## config.mk

```make
export PLATFORM = sky130hd
export DESIGN_NAME = area_average_line_downscaler
export DESIGN_NICKNAME = d
export VERILOG_FILES = /design/src/rtl/core/ald_pkg.sv /design/src/rtl/core/area_average_line_downscaler.sv /design/src/rtl/core/ald_front.sv /design/src/rtl/core/ald_queue.sv /design/src/rtl/core/ald_divider.sv
export SDC_FILE = /design/constraint.sdc
export NUM_CORES = 2
export LEC_CHECK = 0
export BUFFER_PORTS_ARGS = -buffer_cell sky130_fd_sc_hd__buf_2
export CAP_MARGIN = 20
export CORE_MARGIN = 2
export CORE_UTILIZATION = 30
export DETAILED_ROUTE_END_ITERATION = 8
export PLACE_DENSITY_LB_ADDON = 0.05
export SLEW_MARGIN = 15
export SYNTH_ARGS = -nofsm -noshare
export SYNTH_HDL_FRONTEND = slang
export SYNTH_HIERARCHICAL = 1
export SYNTH_SLANG_ARGS = --single-unit
```

## constraint.sdc

```tcl
create_clock -name clk_i -period 12.4 [get_ports clk_i]
set_input_delay 0.62 -clock clk_i [delete_from_list [all_inputs] [get_ports clk_i]]
set_output_delay 0.62 -clock clk_i [all_outputs]
set_load 0.03 [all_outputs]
```

## src/rtl/core/ald_pkg.sv

```systemverilog
// Shared constants, types and helper functions of the area-average line downscaler.
package ald_pkg;

  // Line and sample limits.
  localparam int unsigned MAX_WIDTH   = 4096;
  localparam int unsigned SAMPLE_BITS = 16;

  // Register port and field widths.
  localparam int unsigned CFG_W     = 13;
  localparam int unsigned CFG_IDX_W = 8;
  localparam int unsigned IDX_W     = 12;

  // Derived datapath widths.
  localparam int unsigned WID_W  = $clog2(MAX_WIDTH + 1);
  localparam int unsigned SUM_W  = $clog2(MAX_WIDTH) + SAMPLE_BITS;
  localparam int unsigned PROD_W = SAMPLE_BITS + WID_W;
  localparam int unsigned NUM_W  = SUM_W + 2;
  localparam int unsigned DEN_W  = WID_W + 1;
  localparam int unsigned STEP_W = $clog2(SAMPLE_BITS);

  // Queue between the accumulator and the divider.
  localparam int unsigned QUEUE_DEPTH = 2;
  localparam int unsigned PTR_W       = $clog2(QUEUE_DEPTH);
  localparam int unsigned CNT_W       = $clog2(QUEUE_DEPTH + 1);

  // Register indexes.
  localparam logic [CFG_IDX_W-1:0] REG_SRC_WIDTH = CFG_IDX_W'(0);
  localparam logic [CFG_IDX_W-1:0] REG_DST_WIDTH = CFG_IDX_W'(1);

  // One closed output waiting for its division.
  typedef struct packed {
    logic [SUM_W-1:0] sum;
    logic [WID_W-1:0] src;
    logic [IDX_W-1:0] index;
    logic             last;
  } job_t;

  // Queue fill status seen by both sides.
  typedef struct packed {
    logic empty;
    logic full;
  } queue_status_t;

  // Saturate a programmed width into the range 1 to MAX_WIDTH.
  function automatic logic [WID_W-1:0] sat_width(input logic [CFG_W-1:0] v);
    logic [WID_W-1:0] r;
    if (v == '0) begin
      r = WID_W'(1);
    end else if (v > CFG_W'(MAX_WIDTH)) begin
      r = WID_W'(MAX_WIDTH);
    end else begin
      r = WID_W'(v);
    end
    return r;
  endfunction

endpackage

```

## src/rtl/core/area_average_line_downscaler.sv

```systemverilog
// Top level of the area-average line downscaler.
//
// Source samples of a line enter one per clock on the sample channel; each output sample is
// the area-weighted average of the source samples it covers, rounded half up, tagged with its
// position in the line and an end-of-line flag. The front end takes a sample every cycle; a
// sample that closes an output is held off only while the two-word queue in front of the
// divider is full. The divider produces one quotient bit per cycle; each output occupies it
// for a load step and 16 quotient steps, plus any wait while the output register is stalled.
// A write to either width register restarts the line; widths are saturated to 1..4096 and the
// output width is clamped to the input width. The register port is always ready and needs no
// setup time.
module area_average_line_downscaler
  import ald_pkg::*;
(
  input  logic                   clk_i,
  input  logic                   rst_ni,
  input  logic                   cfg_valid_i,
  output logic                   cfg_ready_o,
  input  logic [CFG_IDX_W-1:0]   cfg_index_i,
  input  logic [CFG_W-1:0]       cfg_data_i,
  input  logic                   sample_valid_i,
  output logic                   sample_stall_o,
  input  logic [SAMPLE_BITS-1:0] sample_i,
  output logic                   pixel_valid_o,
  input  logic                   pixel_stall_i,
  output logic [SAMPLE_BITS-1:0] pixel_value_o,
  output logic [IDX_W-1:0]       out_index_o,
  output logic                   end_of_line_o
);

  logic          push;
  logic          pop;
  job_t          job_in;
  job_t          job_out;
  queue_status_t status;

  // Register writes are taken in any cycle.
  assign cfg_ready_o = 1'b1;

  ald_front u_front (
    .clk_i          (clk_i),
    .rst_ni         (rst_ni),
    .cfg_valid_i    (cfg_valid_i),
    .cfg_index_i    (cfg_index_i),
    .cfg_data_i     (cfg_data_i),
    .sample_valid_i (sample_valid_i),
    .sample_i       (sample_i),
    .sample_stall_o (sample_stall_o),
    .push_o         (push),
    .job_o          (job_in),
    .status_i       (status)
  );

  ald_queue u_queue (
    .clk_i    (clk_i),
    .rst_ni   (rst_ni),
    .push_i   (push),
    .job_i    (job_in),
    .pop_i    (pop),
    .job_o    (job_out),
    .status_o (status)
  );

  ald_divider u_divider (
    .clk_i         (clk_i),
    .rst_ni        (rst_ni),
    .status_i      (status),
    .job_i         (job_out),
    .pop_o         (pop),
    .pixel_valid_o (pixel_valid_o),
    .pixel_stall_i (pixel_stall_i),
    .pixel_value_o (pixel_value_o),
    .out_index_o   (out_index_o),
    .end_of_line_o (end_of_line_o)
  );

endmodule

```

## src/rtl/core/ald_front.sv

```systemverilog
// Front end: width registers, coverage tracking and weighted accumulation per output.
module ald_front
  import ald_pkg::*;
(
  input  logic                 clk_i,
  input  logic                 rst_ni,
  input  logic                 cfg_valid_i,
  input  logic [CFG_IDX_W-1:0] cfg_index_i,
  input  logic [CFG_W-1:0]     cfg_data_i,
  input  logic                 sample_valid_i,
  input  logic [SAMPLE_BITS-1:0] sample_i,
  output logic                 sample_stall_o,
  output logic                 push_o,
  output job_t                 job_o,
  input  queue_status_t        status_i
);

  logic [CFG_W-1:0]  src_q, src_d;
  logic [CFG_W-1:0]  dst_q, dst_d;
  logic [WID_W-1:0]  cov_q, cov_d;
  logic [SUM_W-1:0]  sum_q, sum_d;
  logic [IDX_W-1:0]  count_q, count_d;

  logic [WID_W-1:0]  src_eff;
  logic [WID_W-1:0]  dst_sat;
  logic [WID_W-1:0]  dst_eff;
  logic              close;
  logic              accept;
  logic [PROD_W-1:0] prod_dst;
  logic [PROD_W-1:0] prod_cov;
  logic [SUM_W-1:0]  total;
  logic [WID_W-1:0]  rest;
  logic [WID_W-1:0]  count_inc;
  logic              last;

  // Effective widths; the output count never exceeds the input count.
  assign src_eff = sat_width(src_q);
  assign dst_sat = sat_width(dst_q);
  assign dst_eff = (dst_sat > src_eff) ? src_eff : dst_sat;

  // A sample closes the current output when it covers all remaining units.
  assign close          = (dst_eff >= cov_q);
  assign sample_stall_o = close && status_i.full;
  assign accept         = sample_valid_i && !sample_stall_o;

  // Weighted contributions of the sample.
  assign prod_dst  = PROD_W'(sample_i) * PROD_W'(dst_eff);
  assign prod_cov  = PROD_W'(sample_i) * PROD_W'(cov_q);
  assign total     = sum_q + SUM_W'(prod_cov);
  assign rest      = dst_eff - cov_q;
  assign count_inc = WID_W'(count_q) + WID_W'(1);
  assign last      = (count_inc >= dst_eff);

  // Closed output handed to the divider.
  assign push_o      = accept && close;
  assign job_o.sum   = total;
  assign job_o.src   = src_eff;
  assign job_o.index = count_q;
  assign job_o.last  = last;

  // Register writes and line state update.
  always_comb begin
    src_d   = src_q;
    dst_d   = dst_q;
    cov_d   = cov_q;
    sum_d   = sum_q;
    count_d = count_q;
    if (cfg_valid_i) begin
      if (cfg_index_i == REG_SRC_WIDTH) begin
        src_d = cfg_data_i;
      end
      if (cfg_index_i == REG_DST_WIDTH) begin
        dst_d = cfg_data_i;
      end
      if (cfg_index_i == REG_SRC_WIDTH || cfg_index_i == REG_DST_WIDTH) begin
        cov_d   = sat_width(src_d);
        sum_d   = '0;
        count_d = '0;
      end
    end else if (accept) begin
      if (!close) begin
        sum_d = sum_q + SUM_W'(prod_dst);
        cov_d = cov_q - dst_eff;
      end else if (last) begin
        cov_d   = src_eff;
        sum_d   = '0;
        count_d = '0;
      end else begin
        sum_d   = SUM_W'(prod_dst - prod_cov);
        cov_d   = src_eff - rest;
        count_d = count_q + IDX_W'(1);
      end
    end
  end

  always_ff @(posedge clk_i or negedge rst_ni) begin
    if (!rst_ni) begin
      src_q   <= CFG_W'(1);
      dst_q   <= CFG_W'(1);
      cov_q   <= WID_W'(1);
      sum_q   <= '0;
      count_q <= '0;
    end else begin
      src_q   <= src_d;
      dst_q   <= dst_d;
      cov_q   <= cov_d;
      sum_q   <= sum_d;
      count_q <= count_d;
    end
  end

endmodule

```

## src/rtl/core/ald_queue.sv

```systemverilog
// Short queue of closed outputs between the accumulator and the divider.
module ald_queue
  import ald_pkg::*;
(
  input  logic          clk_i,
  input  logic          rst_ni,
  input  logic          push_i,
  input  job_t          job_i,
  input  logic          pop_i,
  output job_t          job_o,
  output queue_status_t status_o
);

  job_t             entries_q [QUEUE_DEPTH];
  logic [PTR_W-1:0] wr_ptr_q, wr_ptr_d;
  logic [PTR_W-1:0] rd_ptr_q, rd_ptr_d;
  logic [CNT_W-1:0] cnt_q, cnt_d;

  assign job_o          = entries_q[rd_ptr_q];
  assign status_o.empty = (cnt_q == '0);
  assign status_o.full  = (cnt_q == CNT_W'(QUEUE_DEPTH));

  // Pointer and fill count update.
  always_comb begin
    wr_ptr_d = wr_ptr_q;
    rd_ptr_d = rd_ptr_q;
    cnt_d    = cnt_q;
    if (push_i) begin
      wr_ptr_d = (wr_ptr_q == PTR_W'(QUEUE_DEPTH - 1)) ? '0 : wr_ptr_q + PTR_W'(1);
    end
    if (pop_i) begin
      rd_ptr_d = (rd_ptr_q == PTR_W'(QUEUE_DEPTH - 1)) ? '0 : rd_ptr_q + PTR_W'(1);
    end
    if (push_i && !pop_i) begin
      cnt_d = cnt_q + CNT_W'(1);
    end else if (pop_i && !push_i) begin
      cnt_d = cnt_q - CNT_W'(1);
    end
  end

  always_ff @(posedge clk_i or negedge rst_ni) begin
    if (!rst_ni) begin
      wr_ptr_q <= '0;
      rd_ptr_q <= '0;
      cnt_q    <= '0;
    end else begin
      wr_ptr_q <= wr_ptr_d;
      rd_ptr_q <= rd_ptr_d;
      cnt_q    <= cnt_d;
    end
  end

  // Entry storage carries payload only.
  always_ff @(posedge clk_i) begin
    if (push_i) begin
      entries_q[wr_ptr_q] <= job_i;
    end
  end

`ifndef SYNTHESIS
  assert property (@(posedge clk_i) disable iff (!rst_ni) push_i |-> !status_o.full)
    else $error("queue written while full");
  assert property (@(posedge clk_i) disable iff (!rst_ni) pop_i |-> !status_o.empty)
    else $error("queue read while empty");
  assert property (@(posedge clk_i) disable iff (!rst_ni) cnt_q <= CNT_W'(QUEUE_DEPTH))
    else $error("queue fill count out of range");
  assert property (@(posedge clk_i) disable iff (!rst_ni)
      push_i && !pop_i |=> !status_o.empty)
    else $error("queue lost a word");
`endif

endmodule

```

## src/rtl/core/ald_divider.sv

```systemverilog
// Back end: serial rounding divider and the registered output word.
module ald_divider
  import ald_pkg::*;
(
  input  logic                   clk_i,
  input  logic                   rst_ni,
  input  queue_status_t          status_i,
  input  job_t                   job_i,
  output logic                   pop_o,
  output logic                   pixel_valid_o,
  input  logic                   pixel_stall_i,
  output logic [SAMPLE_BITS-1:0] pixel_value_o,
  output logic [IDX_W-1:0]       out_index_o,
  output logic                   end_of_line_o
);

  typedef enum logic [2:0] {
    ST_IDLE = 3'b001,
    ST_DIV  = 3'b010,
    ST_HOLD = 3'b100
  } div_state_e;

  div_state_e             state_q, state_d;
  logic [NUM_W-1:0]       rem_q, rem_d;
  logic [DEN_W-1:0]       den_q, den_d;
  logic [SAMPLE_BITS-1:0] quo_q, quo_d;
  logic [STEP_W-1:0]      step_q, step_d;
  logic [IDX_W-1:0]       idx_q, idx_d;
  logic                   last_q, last_d;
  logic                   out_valid_q, out_valid_d;
  logic [SAMPLE_BITS-1:0] out_value_q, out_value_d;
  logic [IDX_W-1:0]       out_index_q, out_index_d;
  logic                   out_last_q, out_last_d;

  logic                   out_free;
  logic                   load_out;
  logic [NUM_W-1:0]       trial;
  logic                   fits;
  logic [SAMPLE_BITS-1:0] quo_step;

  // The output register can take a word when empty or being drained.
  assign out_free = !out_valid_q || !pixel_stall_i;

  // One restoring quotient bit per cycle, most significant first.
  assign trial = NUM_W'(den_q) << step_q;
  assign fits  = (rem_q >= trial);
  always_comb begin
    quo_step = quo_q;
    if (fits) begin
      quo_step[step_q] = 1'b1;
    end
  end

  // Sequencer: load a job, run the quotient steps, hand the result over.
  always_comb begin
    state_d     = state_q;
    rem_d       = rem_q;
    den_d       = den_q;
    quo_d       = quo_q;
    step_d      = step_q;
    idx_d       = idx_q;
    last_d      = last_q;
    pop_o       = 1'b0;
    load_out    = 1'b0;
    out_value_d = out_value_q;
    case (state_q)
      ST_IDLE: begin
        if (!status_i.empty) begin
          pop_o   = 1'b1;
          // Rounding half up: (2*sum + S) / (2*S).
          rem_d   = NUM_W'({job_i.sum, 1'b0}) + NUM_W'(job_i.src);
          den_d   = {job_i.src, 1'b0};
          quo_d   = '0;
          step_d  = STEP_W'(SAMPLE_BITS - 1);
          idx_d   = job_i.index;
          last_d  = job_i.last;
          state_d = ST_DIV;
        end
      end
      ST_DIV: begin
        if (fits) begin
          rem_d = rem_q - trial;
        end
        quo_d = quo_step;
        if (step_q == '0) begin
          if (out_free) begin
            load_out    = 1'b1;
            out_value_d = quo_step;
            state_d     = ST_IDLE;
          end else begin
            state_d = ST_HOLD;
          end
        end else begin
          step_d = step_q - STEP_W'(1);
        end
      end
      ST_HOLD: begin
        if (out_free) begin
          load_out    = 1'b1;
          out_value_d = quo_q;
          state_d     = ST_IDLE;
        end
      end
      default: begin
        state_d = ST_IDLE;
      end
    endcase
  end

  // Output word register.
  always_comb begin
    out_valid_d = out_valid_q;
    out_index_d = out_index_q;
    out_last_d  = out_last_q;
    if (load_out) begin
      out_valid_d = 1'b1;
      out_index_d = idx_q;
      out_last_d  = last_q;
    end else if (out_valid_q && !pixel_stall_i) begin
      out_valid_d = 1'b0;
    end
  end

  always_ff @(posedge clk_i or negedge rst_ni) begin
    if (!rst_ni) begin
      state_q     <= ST_IDLE;
      out_valid_q <= 1'b0;
    end else begin
      state_q     <= state_d;
      out_valid_q <= out_valid_d;
    end
  end

  always_ff @(posedge clk_i) begin
    rem_q       <= rem_d;
    den_q       <= den_d;
    quo_q       <= quo_d;
    step_q      <= step_d;
    idx_q       <= idx_d;
    last_q      <= last_d;
    out_value_q <= out_value_d;
    out_index_q <= out_index_d;
    out_last_q  <= out_last_d;
  end

  assign pixel_valid_o = out_valid_q;
  assign pixel_value_o = out_value_q;
  assign out_index_o   = out_index_q;
  assign end_of_line_o = out_last_q;

endmodule
```

==> flow_summary.json <==
{
  "first_global_vias": 26520,
  "ys_seq_area_share_pct": 24.68,
  "critical_path_class": "reg -> reg",
  "cp_common_cell": "a21oi_1",
  "synthCells": 3627,
  "netlist_top_cells_area": "fa_1 (19%), edfxtp_1 (18%), ha_1 (12%), dfrtp_1 (6.0%), inv_1 (5.0%)",
  "slew_viol_final": 0,
  "cp.arrival_ps": 10700,
  "avgSynthCellArea_um2": 9.582,
  "drt_iter0_markers": 1339,
  "cts_hold_buf": 0,
  "cts_tree": "done",
  "synth_nets": 4314,
  "die_w_um": 344.4,
  "synth_compound_area_share_pct": 13.36,
  "cp.required_ps": 12850,
  "met3_length_mm": 3.344,
  "highest_layer": "met5",
  "rsz0062_at_grt": "false",
  "cap_violations": 0,
  "status": "complete, no violations",
  "start_kind": "flip-flop",
  "min_path_type": "in -> async",
  "synth-edff-count": 213,
  "synthArstFlopShare_pct": 29.00,
  "core_area_um2": 114700,
  "overflow": 0,
  "clock_path_buffers": 3,
  "place_hpwl_mm": 84.42,
  "die_h_um": 344.4,
  "worst_pin_slew_ps": 1001,
  "whs_ps": 26.39,
  "setup_violations": 0,
  "drt-total-wl_mm": 107.5,
  "min_period_ps": 10250,
  "met2_length_mm": 50.08,
  "clock-sinks": 300,
  "synth_area_um2": 34750,
  "synth-simple-area-share_pct": 14.71,
  "syn_to_final_growth_pct": 9.692,
  "cts_buffers": 39,
  "multi_input_area_um2": 23780,
  "mostFrequentLayoutCells": "inv_1 (464), nand2_1 (412), fa_1 (323)",
  "cp_max_fo": 17,
  "drc": 0,
  "vias": 25430,
  "synth_fa_ha_area_share_pct": 30.23,
  "start_util_pct": 30.31,
  "cts_setup_buffers": 0,
  "synth_ff_type": "edfxtp_1",
  "fillCellCount": 11880,
  "synth.area.mux_share_pct": 4.997,
  "yosysTopAreaCellShare_pct": 18.61,
  "m1WireLength_mm": 51.93,
  "end_kind": "flip-flop",
  "synth_xor_area_share_pct": 5.004,
  "slowest_delay_ps": 640,
  "worst_slack_ps": 2153,
  "place.gp.congestion": 0.8384,
  "min_period_over_period_pct": 82.64,
  "yosys_warnings": 6,
  "ff_latch_area_um2": 8582,
  "r2r_slack_ps": 2150,
  "antenna_found_initial": 1,
  "grt_max_degree": 63,
  "io_pins": 74,
  "dp_slack_ps": 2168,
  "synth_top_family_by_area": "adder cells",
  "clock-root-buffer": "clkbuf_16",
  "drtPass1Iterations": 7,
  "maxSlewHeadroom_pct": 33.12,
  "ant_nets": 0,
  "final_util_pct": 33.25,
  "slowest_stage": "nor2b_1",
  "htreeDepth": 2,
  "nets": 4322,
  "final_common_cell": "inv_1",
  "port_buffers": 72,
  "wire_per_inst_um": 20.76,
  "dieArea_um2": 118600,
  "synth.distinct_cells": 102,
  "finalSetupTns_ps": 0,
  "grt_pass1_wl_mm": 166.0,
  "cts.clk_slew.worst_paths_ps": 60,
  "fmax_mhz": 97.59,
  "rows": 124,
  "grt_usage_pct": 18.28,
  "clock_latency_ps": 590,
  "ys_ff_latch": 300,
  "synth.largest_area_cell": "fa_1",
  "hold_viol": 0,
  "cts-resized-gates": 0,
  "layout-drive-gt1-share_pct": 9.274,
  "detail_route.vias_per_cell": 4.909,
  "clock-skew-final_ps": 18.34
}
-- metal layers --
| metal | vias up | global-route usage [%] |
|---|---|---|
| met3 | 114 | 1.797 |
| met1 | 12580 | 25.57 |
| met2 | 399 | 30.51 |
| met5 | - | 0 |
| li1 | 12330 | - |
| met4 | 2 | 3.976 |
-- synth_stat cells, types with 8 or more instances --
library cell  count
dfrtp_1          83
a21oi_1         189
o21ai_1          31
edfxtp_1        213
a31oi_1          18
mux4_2            8
xor2_1           73
and2_1          183
nand3_1          66
o21a_1           37
o211ai_1          9
a22o_1           16
nand2b_1         35
inv_1           464
o21ai_0         105
o31ai_1          15
a21o_1           84
or3_1            14
a41o_1           18
o31a_1           10
buf_2            11
nand2_1         412
xnor2_1         123
a22oi_1          18
a211o_1           9
or2_2            12
a211oi_1         22
and3_1           45
ha_1            322
mux2_2           48
clkbuf_1        115
nor4_1           13
o21bai_1         21
nand4_1          13
mux2_4           49
fa_1            323
mux2i_1          28
nor2_1          145
nor2b_1          42
nor3_1           33
-- flip-flops by register name, indices dropped and copies added (netlist names) --
signal / cells
u_divider/den_q: 13
u_divider/rem_q: 30
u_queue/cnt_q: 2
u_queue/wr_ptr_q: 1
u_front/dst_q: 13
u_front/count_q: 12
u_front/sum_q: 28
u_divider/idx_q: 12
u_divider/pixel_value_o: 16
u_divider/quo_q: 16
u_divider/pixel_valid_o: 1
u_divider/step_q: 4
u_queue/rd_ptr_q: 1
u_divider/state_q: 3
u_divider/out_index_o: 12
u_front/src_q: 13
u_queue/entries_q: 108
u_front/cov_q: 13
u_divider/last_q: 1
u_divider/end_of_line_o: 1
-- worst max-delay path, delay by kind of cell, from the launching register on --
family | cells | cell delay (ps)
AO/OA/AOI/OAI | 19 | 4090
adder cells (fa/ha/maj) | 9 | 3250
AND/OR/NAND/NOR | 5 | 1230
flip-flops | 1 | 510
multiplexers | 1 | 450
buffers and inverters | 4 | 390
XOR/XNOR | 1 | 170
-- cell families after synthesis --
kind of cell / after synthesis
buf+inv: 612
other cells: 1
xor+xnor: 197
mux: 133
fa+ha+maj: 646
compound gates: 690
flops: 300
simple gates: 1048
-- per-stage QoR --
| step | cell area, um^2 | instances |
|---|---|---|
| finish | 38120 | 5180 |
| global route | 38120 | 5178 |
| CTS | 38110 | 5177 |
| detailed placement | 36670 | 5105 |
| global placement | 36670 | 5105 |
| floorplan | 34750 | 3627 |
-- layout make-up --
cell class                      instances  area share (%)
Multi-Input combinational cell       2715           62.38
Sequential cell                       300           22.51
Tap cell                             1512           4.963
Inverter                              466           4.588
Clock buffer                           44           2.636
Timing Repair Buffer                  113           1.759
Clock inverter                         28           1.145
Antenna cell                            2         0.01313
-- path summary, 6_finish.rpt --
path	startpoint	endpoint	depth (start not counted)
worst min-delay path	rst_ni	u_front/count_q[9]	1
min in group clk_i	pixel_stall_i	u_divider/pixel_valid_o	2
worst max-delay path	u_front/src_q[12]	u_front/sum_q[27]	39
max in group asynchronous	rst_ni	u_queue/rd_ptr_q	2
worst max register to register	u_front/src_q[12]	u_front/sum_q[27]	39
worst min register to register	u_divider/last_q	u_divider/end_of_line_o	0
Power is not shown: default switching activity piles up to over one toggle a cycle in this logic, so the estimate is an artifact.
